### config.mk
export PLATFORM = sky130hd
export DESIGN_NAME = linear_3axis_step_sequencer_core
export DESIGN_NICKNAME = d
export VERILOG_FILES = /design/src/sv/l3s_pkg.sv /design/src/sv/l3s_divider.sv /design/src/sv/linear_3axis_step_sequencer_core.sv
export SDC_FILE = /design/constraint.sdc
export NUM_CORES = 2
export LEC_CHECK = 0
export CAP_MARGIN = 25
export CORE_UTILIZATION = 55
export CTS_CLUSTER_DIAMETER = 150
export DETAILED_ROUTE_END_ITERATION = 10
export DONT_BUFFER_PORTS = 1
export PLACE_DENSITY = 0.7
export REMOVE_ABC_BUFFERS = 1
export SLEW_MARGIN = 20
export SYNTH_ARGS = -nofsm -noshare
export SYNTH_HDL_FRONTEND = slang
export SYNTH_SLANG_ARGS = --single-unit
### constraint.sdc
create_clock -name clk -period 12.65 [get_ports clk]
set_input_delay 1.8975 -clock clk [delete_from_list [all_inputs] [get_ports clk]]
set_output_delay 1.8975 -clock clk [all_outputs]
set_load 0.005 [all_outputs]
### src/sv/l3s_pkg.sv
// ----------------------------------------------------------------------------
// l3s_pkg
// Shared types and codes for the three-axis line step sequencer.
// ----------------------------------------------------------------------------
package l3s_pkg;

    typedef enum logic [0:0] {
        KIND_MOVE = 1'b0,
        KIND_TICK = 1'b1
    } kind_t;

    typedef enum logic [3:0] {
        ST_IDLE,
        ST_DISPATCH,
        ST_SQ,
        ST_SQRT,
        ST_SQRT_RND,
        ST_MUL,
        ST_DIV,
        ST_FIN
    } state_t;

endpackage

### src/sv/l3s_divider.sv
// ----------------------------------------------------------------------------
// l3s_divider
// Restoring unsigned divider, one quotient bit per cycle.
// ----------------------------------------------------------------------------
module l3s_divider #(
    parameter int NUM_BITS = 48,
    parameter int DEN_BITS = 32
) (
    input  logic                clk,
    input  logic                rst_n,
    input  logic                start,
    input  logic [NUM_BITS-1:0] num,
    input  logic [DEN_BITS-1:0] den,
    output logic                done,
    output logic [NUM_BITS-1:0] quo
);
    import l3s_pkg::*;

    localparam int CW = $clog2(NUM_BITS + 1);

    logic [NUM_BITS-1:0] quo_reg, quo_next;
    logic [DEN_BITS:0]   rem_reg, rem_next;
    logic [DEN_BITS-1:0] den_reg, den_next;
    logic [CW-1:0]       cnt_reg, cnt_next;
    logic                run_reg, run_next;
    logic                done_reg, done_next;
    logic [DEN_BITS+1:0] trial;

    // shift in one numerator bit and try a subtract
    always_comb
    begin
        quo_next  = quo_reg;
        rem_next  = rem_reg;
        den_next  = den_reg;
        cnt_next  = cnt_reg;
        run_next  = run_reg;
        done_next = 1'b0;
        trial     = '0;
        if (start)
        begin
            quo_next = num;
            rem_next = '0;
            den_next = den;
            cnt_next = CW'(NUM_BITS);
            run_next = 1'b1;
        end
        else if (run_reg)
        begin
            trial = {rem_reg, quo_reg[NUM_BITS-1]} - {2'b00, den_reg};
            if (!trial[DEN_BITS+1])
                rem_next = trial[DEN_BITS:0];
            else
                rem_next = {rem_reg[DEN_BITS-1:0], quo_reg[NUM_BITS-1]};
            quo_next = {quo_reg[NUM_BITS-2:0], ~trial[DEN_BITS+1]};
            cnt_next = cnt_reg - 1'b1;
            if (cnt_reg == CW'(1))
            begin
                run_next  = 1'b0;
                done_next = 1'b1;
            end
        end
    end

    always_ff @(posedge clk or negedge rst_n)
    begin
        if (!rst_n)
        begin
            run_reg  <= 1'b0;
            done_reg <= 1'b0;
            cnt_reg  <= '0;
        end
        else
        begin
            run_reg  <= run_next;
            done_reg <= done_next;
            cnt_reg  <= cnt_next;
        end
    end

    always_ff @(posedge clk)
    begin
        quo_reg <= quo_next;
        rem_reg <= rem_next;
        den_reg <= den_next;
    end

    assign done = done_reg;
    assign quo  = quo_reg;

endmodule

### src/sv/linear_3axis_step_sequencer_core.sv
// ----------------------------------------------------------------------------
// linear_3axis_step_sequencer_core
// Straight-line three-axis step sequencer with a shared sequential datapath.
// ----------------------------------------------------------------------------
// Usage: drive kind and target_* with start high while busy is low; that cycle
// transfers the item. busy stays high while the item is worked on; one result
// then appears on step_*, moving, finished and move_accepted for exactly one
// cycle with strobe high. The receiver cannot stall; results are never held.
// All multiplication and division runs on one shared multiplier and one restoring divider.
// An accepted move passes the dispatch state, squares the deltas one axis at a
// time, searches the square root one bit at a time over POS_BITS+2 bits and
// rounds it; its strobe is registered from the rounding state.
// A tick during a move passes the dispatch state, then runs three exact
// divisions of 2*POS_BITS+4 bits, one per axis, each started from the multiply
// state and captured in the divide state when the divider is done; its strobe
// is registered from the finish state. Rejected moves, ignored moves and idle
// ticks strobe from the dispatch state. busy falls in the strobe cycle, so the
// next transfer may land in that same cycle. Reset clears the position, the
// move state, the result registers and any item in flight.
// ----------------------------------------------------------------------------
module linear_3axis_step_sequencer_core #(
    parameter int POS_BITS = 15
) (
    input  logic               clk,
    input  logic               rst_n,
    input  logic               start,
    output logic               busy,
    input  logic               kind,
    input  logic signed [15:0] target_x,
    input  logic signed [15:0] target_y,
    input  logic signed [15:0] target_z,
    output logic               strobe,
    output logic signed [1:0]  step_x,
    output logic signed [1:0]  step_y,
    output logic signed [1:0]  step_z,
    output logic               moving,
    output logic               finished,
    output logic               move_accepted
);
    import l3s_pkg::*;

    localparam int PB      = POS_BITS;
    localparam int MW      = PB + 2;           // sample count / index width
    localparam int XW      = MW + 1;           // shared multiplier operand width
    localparam int SW      = 2 * PB + 2;       // sum of squares width
    localparam int NW      = PB + MW + 2;      // numerator 2*a*i+m width
    localparam int DW      = MW + 1;           // denominator 2*m width
    localparam int RBW     = $clog2(MW);       // root bit index width
    localparam int POS_TOP = (1 << PB) - 1;

    state_t state_reg, state_next;

    logic [PB-1:0]        pos_reg   [3];
    logic signed [PB:0]   dlt_reg   [3];
    logic signed [PB:0]   last_reg  [3];
    logic [PB-1:0]        tgt_reg   [3];
    logic [1:0]           st_reg    [3];
    logic [MW-1:0]        tot_reg, idx_reg;
    logic                 mv_reg;            // move in progress
    kind_t                kind_reg;
    logic [SW-1:0]        sum_reg;
    logic [MW-1:0]        root_reg;
    logic [RBW-1:0]       bit_reg;
    logic [1:0]           ax_reg;

    logic                 strobe_reg, fin_reg, acc_reg, movo_reg;
    logic signed [1:0]    sx_reg, sy_reg, sz_reg;

    logic signed [15:0]   traw   [3];
    logic [PB-1:0]        tclamp [3];
    logic                 same;
    logic signed [PB:0]   dsel, lsel;
    logic [PB-1:0]        asel;
    logic [MW-1:0]        trial;
    logic [XW-1:0]        mul_a, mul_b;
    logic [2*XW-1:0]      prod;
    logic [SW+1:0]        sum_x4;
    logic                 div_start, div_done;
    logic [NW-1:0]        div_num, div_quo;
    logic [DW-1:0]        div_den;
    logic signed [PB:0]   pnew;
    logic signed [PB+1:0] sdiff;

    // clamp targets into the position range
    always_comb
    begin
        traw[0] = target_x;
        traw[1] = target_y;
        traw[2] = target_z;
        for (int k = 0; k < 3; k++)
        begin
            if (traw[k][15])
                tclamp[k] = '0;
            else if (int'(traw[k]) > POS_TOP)
                tclamp[k] = PB'(POS_TOP);
            else
                tclamp[k] = PB'(traw[k]);
        end
    end

    // current axis delta, magnitude and previous sample offset
    always_comb
    begin
        dsel = dlt_reg[ax_reg];
        lsel = last_reg[ax_reg];
        asel = dsel[PB] ? PB'(-dsel) : PB'(dsel);
        same = (tgt_reg[0] == pos_reg[0]) && (tgt_reg[1] == pos_reg[1])
               && (tgt_reg[2] == pos_reg[2]);
    end

    // shared multiplier: squares, root trials, rounding bound, a*i
    always_comb
    begin
        trial = root_reg | (MW'(1) << bit_reg);
        case (state_reg)
            ST_SQ:
            begin
                mul_a = XW'(asel);
                mul_b = XW'(asel);
            end
            ST_SQRT:
            begin
                mul_a = XW'(trial);
                mul_b = XW'(trial);
            end
            ST_SQRT_RND:
            begin
                mul_a = {root_reg, 1'b1};
                mul_b = {root_reg, 1'b1};
            end
            default:
            begin
                mul_a = XW'(asel);
                mul_b = XW'(idx_reg);
            end
        endcase
        prod    = mul_a * mul_b;
        sum_x4  = {sum_reg, 2'b00};
        div_num = NW'({prod, 1'b0}) + NW'(tot_reg);
        div_den = {tot_reg, 1'b0};
        pnew    = dsel[PB] ? -$signed((PB+1)'(div_quo)) : $signed((PB+1)'(div_quo));
        sdiff   = (PB+2)'(pnew) - (PB+2)'(lsel);
    end

    l3s_divider #(.NUM_BITS(NW), .DEN_BITS(DW)) u_div (
        .clk   (clk),
        .rst_n (rst_n),
        .start (div_start),
        .num   (div_num),
        .den   (div_den),
        .done  (div_done),
        .quo   (div_quo)
    );

    // next state
    always_comb
    begin
        state_next = state_reg;
        unique case (state_reg)
            ST_IDLE:
                if (start)
                    state_next = ST_DISPATCH;
            ST_DISPATCH:
                if (kind_reg == KIND_TICK)
                    state_next = mv_reg ? ST_MUL : ST_IDLE;
                else
                    state_next = (mv_reg || same) ? ST_IDLE : ST_SQ;
            ST_SQ:
                if (ax_reg == 2'd2)
                    state_next = ST_SQRT;
            ST_SQRT:
                if (bit_reg == '0)
                    state_next = ST_SQRT_RND;
            ST_SQRT_RND:
                state_next = ST_IDLE;
            ST_MUL:
                state_next = ST_DIV;
            ST_DIV:
                if (div_done)
                    state_next = (ax_reg == 2'd2) ? ST_FIN : ST_MUL;
            ST_FIN:
                state_next = ST_IDLE;
            default:
                state_next = ST_IDLE;
        endcase
    end

    // outputs of the sequencer
    always_comb
    begin
        div_start = (state_reg == ST_MUL);
        busy      = (state_reg != ST_IDLE);
    end

    // move state, position and result registers
    always_ff @(posedge clk or negedge rst_n)
    begin
        if (!rst_n)
        begin
            state_reg <= ST_IDLE;
            for (int k = 0; k < 3; k++)
            begin
                pos_reg[k]  <= '0;
                dlt_reg[k]  <= '0;
                last_reg[k] <= '0;
            end
            tot_reg    <= '0;
            idx_reg    <= '0;
            mv_reg     <= 1'b0;
            ax_reg     <= '0;
            strobe_reg <= 1'b0;
            fin_reg    <= 1'b0;
            acc_reg    <= 1'b0;
            movo_reg   <= 1'b0;
            sx_reg     <= '0;
            sy_reg     <= '0;
            sz_reg     <= '0;
        end
        else
        begin
            state_reg  <= state_next;
            strobe_reg <= 1'b0;
            unique case (state_reg)
                ST_DISPATCH:
                begin
                    if (kind_reg == KIND_MOVE)
                    begin
                        if (mv_reg)
                        begin
                            // reject: keep the running move
                            {sx_reg, sy_reg, sz_reg} <= '0;
                            {fin_reg, acc_reg, movo_reg} <= 3'b001;
                            strobe_reg <= 1'b1;
                        end
                        else if (same)
                        begin
                            // already there: drop the move
                            {sx_reg, sy_reg, sz_reg} <= '0;
                            {fin_reg, acc_reg, movo_reg} <= 3'b000;
                            strobe_reg <= 1'b1;
                        end
                        else
                        begin
                            for (int k = 0; k < 3; k++)
                            begin
                                dlt_reg[k]  <= $signed({1'b0, tgt_reg[k]})
                                             - $signed({1'b0, pos_reg[k]});
                                last_reg[k] <= '0;
                            end
                            ax_reg <= '0;
                        end
                    end
                    else if (mv_reg)
                    begin
                        idx_reg <= idx_reg + 1'b1;
                        ax_reg  <= '0;
                    end
                    else
                    begin
                        // idle tick: all fields zero
                        {sx_reg, sy_reg, sz_reg} <= '0;
                        {fin_reg, acc_reg, movo_reg} <= 3'b000;
                        strobe_reg <= 1'b1;
                    end
                end
                ST_SQ:
                begin
                    if (ax_reg != 2'd2)
                        ax_reg <= ax_reg + 1'b1;
                end
                ST_SQRT_RND:
                begin
                    // round the root half up and start the move
                    tot_reg <= ((2*XW)'(sum_x4) >= prod) ? root_reg + 1'b1 : root_reg;
                    idx_reg <= '0;
                    mv_reg  <= 1'b1;
                    {sx_reg, sy_reg, sz_reg} <= '0;
                    {fin_reg, acc_reg, movo_reg} <= 3'b011;
                    strobe_reg <= 1'b1;
                end
                ST_DIV:
                begin
                    if (div_done)
                    begin
                        last_reg[ax_reg] <= pnew;
                        if (ax_reg != 2'd2)
                            ax_reg <= ax_reg + 1'b1;
                    end
                end
                ST_FIN:
                begin
                    sx_reg  <= st_reg[0];
                    sy_reg  <= st_reg[1];
                    sz_reg  <= st_reg[2];
                    acc_reg <= 1'b0;
                    if (idx_reg >= tot_reg)
                    begin
                        for (int k = 0; k < 3; k++)
                            pos_reg[k] <= pos_reg[k] + PB'(dlt_reg[k]);
                        mv_reg   <= 1'b0;
                        fin_reg  <= 1'b1;
                        movo_reg <= 1'b0;
                    end
                    else
                    begin
                        fin_reg  <= 1'b0;
                        movo_reg <= 1'b1;
                    end
                    strobe_reg <= 1'b1;
                end
                default:
                begin
                end
            endcase
        end
    end

    // working registers: captured item, square sum, root search, steps
    always_ff @(posedge clk)
    begin
        unique case (state_reg)
            ST_IDLE:
            begin
                if (start)
                begin
                    kind_reg <= kind_t'(kind);
                    for (int k = 0; k < 3; k++)
                        tgt_reg[k] <= tclamp[k];
                end
            end
            ST_DISPATCH:
                sum_reg <= '0;
            ST_SQ:
            begin
                sum_reg <= sum_reg + SW'(prod);
                if (ax_reg == 2'd2)
                begin
                    root_reg <= '0;
                    bit_reg  <= RBW'(MW - 1);
                end
            end
            ST_SQRT:
            begin
                if (prod <= (2*XW)'(sum_reg))
                    root_reg <= trial;
                bit_reg <= bit_reg - 1'b1;
            end
            ST_DIV:
            begin
                if (div_done)
                    st_reg[ax_reg] <= sdiff[1:0];
            end
            default:
            begin
            end
        endcase
    end

    assign strobe        = strobe_reg;
    assign step_x        = sx_reg;
    assign step_y        = sy_reg;
    assign step_z        = sz_reg;
    assign moving        = movo_reg;
    assign finished      = fin_reg;
    assign move_accepted = acc_reg;

endmodule

==> results.sh <==
export IMPL_track_usage_pct=28.4
export IMPL_nFillCells=5480
export IMPL_crit_path_max_fanout=23
export IMPL_clk_pin_slew_ns=0.06
export IMPL_power_density_nw_per_um2=61.8
export IMPL_clock_sinks=333
export IMPL_required_ns=13.15
export IMPL_ant_nets=0
export IMPL_avgViaCountPerCell=5.68
export IMPL_grt_max_degree=158
export IMPL_slew_headroom_pct=39.9
export IMPL_cts_buffers_inserted=39
export IMPL_end_kind="flip-flop"
export IMPL_globalRoute_totalOverflow=0
export IMPL_core_area_um2=61700
export IMPL_area_delta_synth_final_pct=6.64
export IMPL_synth_async_reset_ratio_pct=47.1
export IMPL_fp_dieW_um=252
export IMPL_drtIter0Drc=1933
export IMPL_grt_antenna_before_repair=0
export IMPL_yosys_top_cells_area="fa_1 (15%), edfxtp_1 (14%), ha_1 (13%)"
export IMPL_grt_pass1_wl_um=142000
export IMPL_clock_path_buffers=3
export IMPL_fin_cells=4777
export IMPL_hold_viol=0
export IMPL_final_core_util_pct=59.3
export IMPL_grt_pass1_vias=26600
export IMPL_max_freq_mhz=85.9
export IMPL_max_cap_violations=0
export IMPL_place_inst=4704
export IMPL_pre_cts_ws_ns=0.454
export IMPL_crit_type="reg -> reg"
export IMPL_yosysWarnings=0
export IMPL_ys_seq_area_share_pct=26.3
export IMPL_rsz0062_at_grt="no"
export IMPL_start_util_pct=55.6
export IMPL_die_y_um=252
export IMPL_r2r_slack_ns=1.01
export IMPL_synth_main_ff_cell="edfxtp_1"
export IMPL_cts_root_buf="clkbuf_16"
export IMPL_slowest_stage="dfrtp_1"
export IMPL_worst_pin_slew_ns=0.901
export IMPL_outcome="finished clean"
export IMPL_max_vdd_ir_drop_mv=0.0981
export IMPL_dp_hpwl_um=69300
export IMPL_synth_largest_area_cell="fa_1"
export IMPL_netlist_area_um2=34300
export IMPL_dpl_cell_area_um2=35300
export IMPL_routabilityCongestion=0.961
export IMPL_drv_slew=0
export IMPL_setup_ws_ns=1.01
export IMPL_fin_area_um2=36600
export IMPL_finClkSkew_ns=0.0555
export IMPL_synth_edf_count=157
export IMPL_via_count=27200
export IMPL_final_nets=4583
export IMPL_largest_reg_flops=48
export IMPL_port_buffers=0
export IMPL_routedWlPerCell_um=18.5
export IMPL_ys_seq_elements=333
export IMPL_cts_tree="built"
export IMPL_dieArea_um2=63400
export IMPL_n_antenna_cell=0
export IMPL_period_minus_slack_ns=11.64
export IMPL_fp_row_count=91
export IMPL_synth_top_area_share_pct=15.5
export IMPL_fin_tns_setup_ns=0
export IMPL_wirelength_um=88200
export IMPL_pin_count=63
export IMPL_synth_lib_cells_used_distinct=94
export IMPL_postSynthAreaPerCell_um2=8.71
export IMPL_power_leakage_nw=17.0
export IMPL_max_stage_delay_ns=0.63
export IMPL_h_tree_depth=2
export IMPL_drc=0
export IMPL_setup_viol=0
export IMPL_drive_above_1_share_pct=4.47
export IMPL_clkLatencyLatePin_ns=0.59
export IMPL_finalCritPeriodShare_pct=92.0
export IMPL_synthCells=3938
export IMPL_crit_path_start_kind="flip-flop"
export IMPL_arrival_ns=12.15
export IMPL_ctsHoldBuffers=0
export IMPL_path_common_cell="fa_1"
export IMPL_hp_class="reg -> reg"
export IMPL_dr_pass1_iters=5
final timing paths:
path,from,end,depth (start not counted)
max in group asynchronous,rst_n,tot_reg[13],0
min in group asynchronous,rst_n,pos_reg[43],0
min,st_reg[2][1],step_z[1],1
max reg2reg,ax_reg[0],tot_reg[9],43
min reg2reg,st_reg[2][1],step_z[1],1
max,ax_reg[0],tot_reg[9],43
worst max-delay path, delay by kind of cell (launching register included):
family / cells / cell delay (ns)
buffers and inverters: 7 / 0.84
AND/OR/NAND/NOR: 13 / 2.70
AO/OA/AOI/OAI: 12 / 2.72
XOR/XNOR: 2 / 0.57
adder cells (fa/ha/maj): 9 / 4.09
flip-flops: 1 / 0.63
metrics by stage:
stage / hold WS, ns / total power, W
floorplan: 0.448 / 0.00115
CTS: 0.476 / 0.00228
global route: 0.492 / 0.00233
detailed placement: 0.463 / 0.00116
global placement: 0.453 / 0.00115
finish: 0.474 / 0.00226
where the power goes:
group / internal [W] / switching, W / total (W)
Combinational: 0.00000381 / 0.00000170 / 0.00000552
Sequential: 0.00113 / 0 / 0.00113
Clock: 0.000653 / 0.000475 / 0.00113
Total: 0.00179 / 0.000476 / 0.00226
area by class of cell:
type                       instances  area [um2]  share of cell area, %
clock inverter                    14         175                  0.479
timing repair buffer              55         410                   1.12
sequential                       333        9020                   24.7
tap                              837        1050                   2.86
clock buffer                      57        1100                   3.02
inverter                         578        2170                   5.93
multi-input combinational       2903       22700                   61.9
synth_stat cells (all sizes together) (33+ instances only):
library cell	number
a21o	59
a21oi	237
and3	33
clkbuf	102
dfrtp	157
edfxtp	157
fa	265
ha	356
inv	577
mux2i	41
nand2	436
nand3	66
nor2	366
nor2b	84
nor3	73
o21ai	242
o31ai	46
xnor2	106
xor2	81
logic make-up after synthesis:
family                   share of synthesized area [%]
AO/OA/AOI/OAI                                     14.6
XOR/XNOR                                          4.80
adder cells (fa/ha/maj)                           28.4
buffers and inverters                             7.80
flip-flops                                        26.3
multiplexers                                      1.46
AND/OR/NAND/NOR                                   16.6
timing repair:
| item | CTS | global route |
|---|---|---|
| setup buffers | 0 | 1 |
| hold endpoints to repair | 0 | 0 |
| gates resized for setup | 0 | 5 |
| setup endpoints to repair | 0 | 17 |
cells in the final DEF, fill, tap and decap left out, types with 9 or more instances in the layout:
master / synthesis / routed
fa_1: 265 / 265
o21ai_1: 34 / 35
a211oi_1: 9 / 9
a21o_1: 59 / 58
o21ai_0: 207 / 206
nor2b_1: 84 / 84
or2_2: 19 / 19
and2_1: 32 / 32
buf_4: 1 / 54
dfxtp_1: 19 / 19
o21bai_1: 19 / 19
xor2_1: 81 / 80
nand2b_1: 29 / 29
a31oi_1: 28 / 28
clkbuf_1: 102 / 12
mux2i_1: 41 / 41
or3_1: 28 / 28
a22o_1: 9 / 9
nand3_1: 65 / 65
nand4_1: 31 / 31
xnor2_1: 105 / 105
nor2_1: 365 / 364
ha_1: 356 / 356
nor4_1: 12 / 12
inv_1: 577 / 577
nand2_1: 436 / 435
and3_1: 33 / 32
o21a_1: 31 / 31
a21oi_1: 235 / 235
o31ai_1: 45 / 44
nor3_1: 72 / 71
dfrtp_1: 157 / 156
o211ai_1: 25 / 25
clkbuf_16: 0 / 39
edfxtp_1: 157 / 157
a21boi_0: 13 / 13
metal layers:
metal	global-route usage (%)	wire length [um]	part of all wire, %	vias to the layer above
met5	0	0	0	-
met4	9.25	2920	3.3	0
met3	5.03	5870	6.7	192
met2	46.3	40500	46	837
met1	38.3	39000	44	13000
li1	-	-	-	13100
Note: power is estimated with default switching activity, not from simulation.
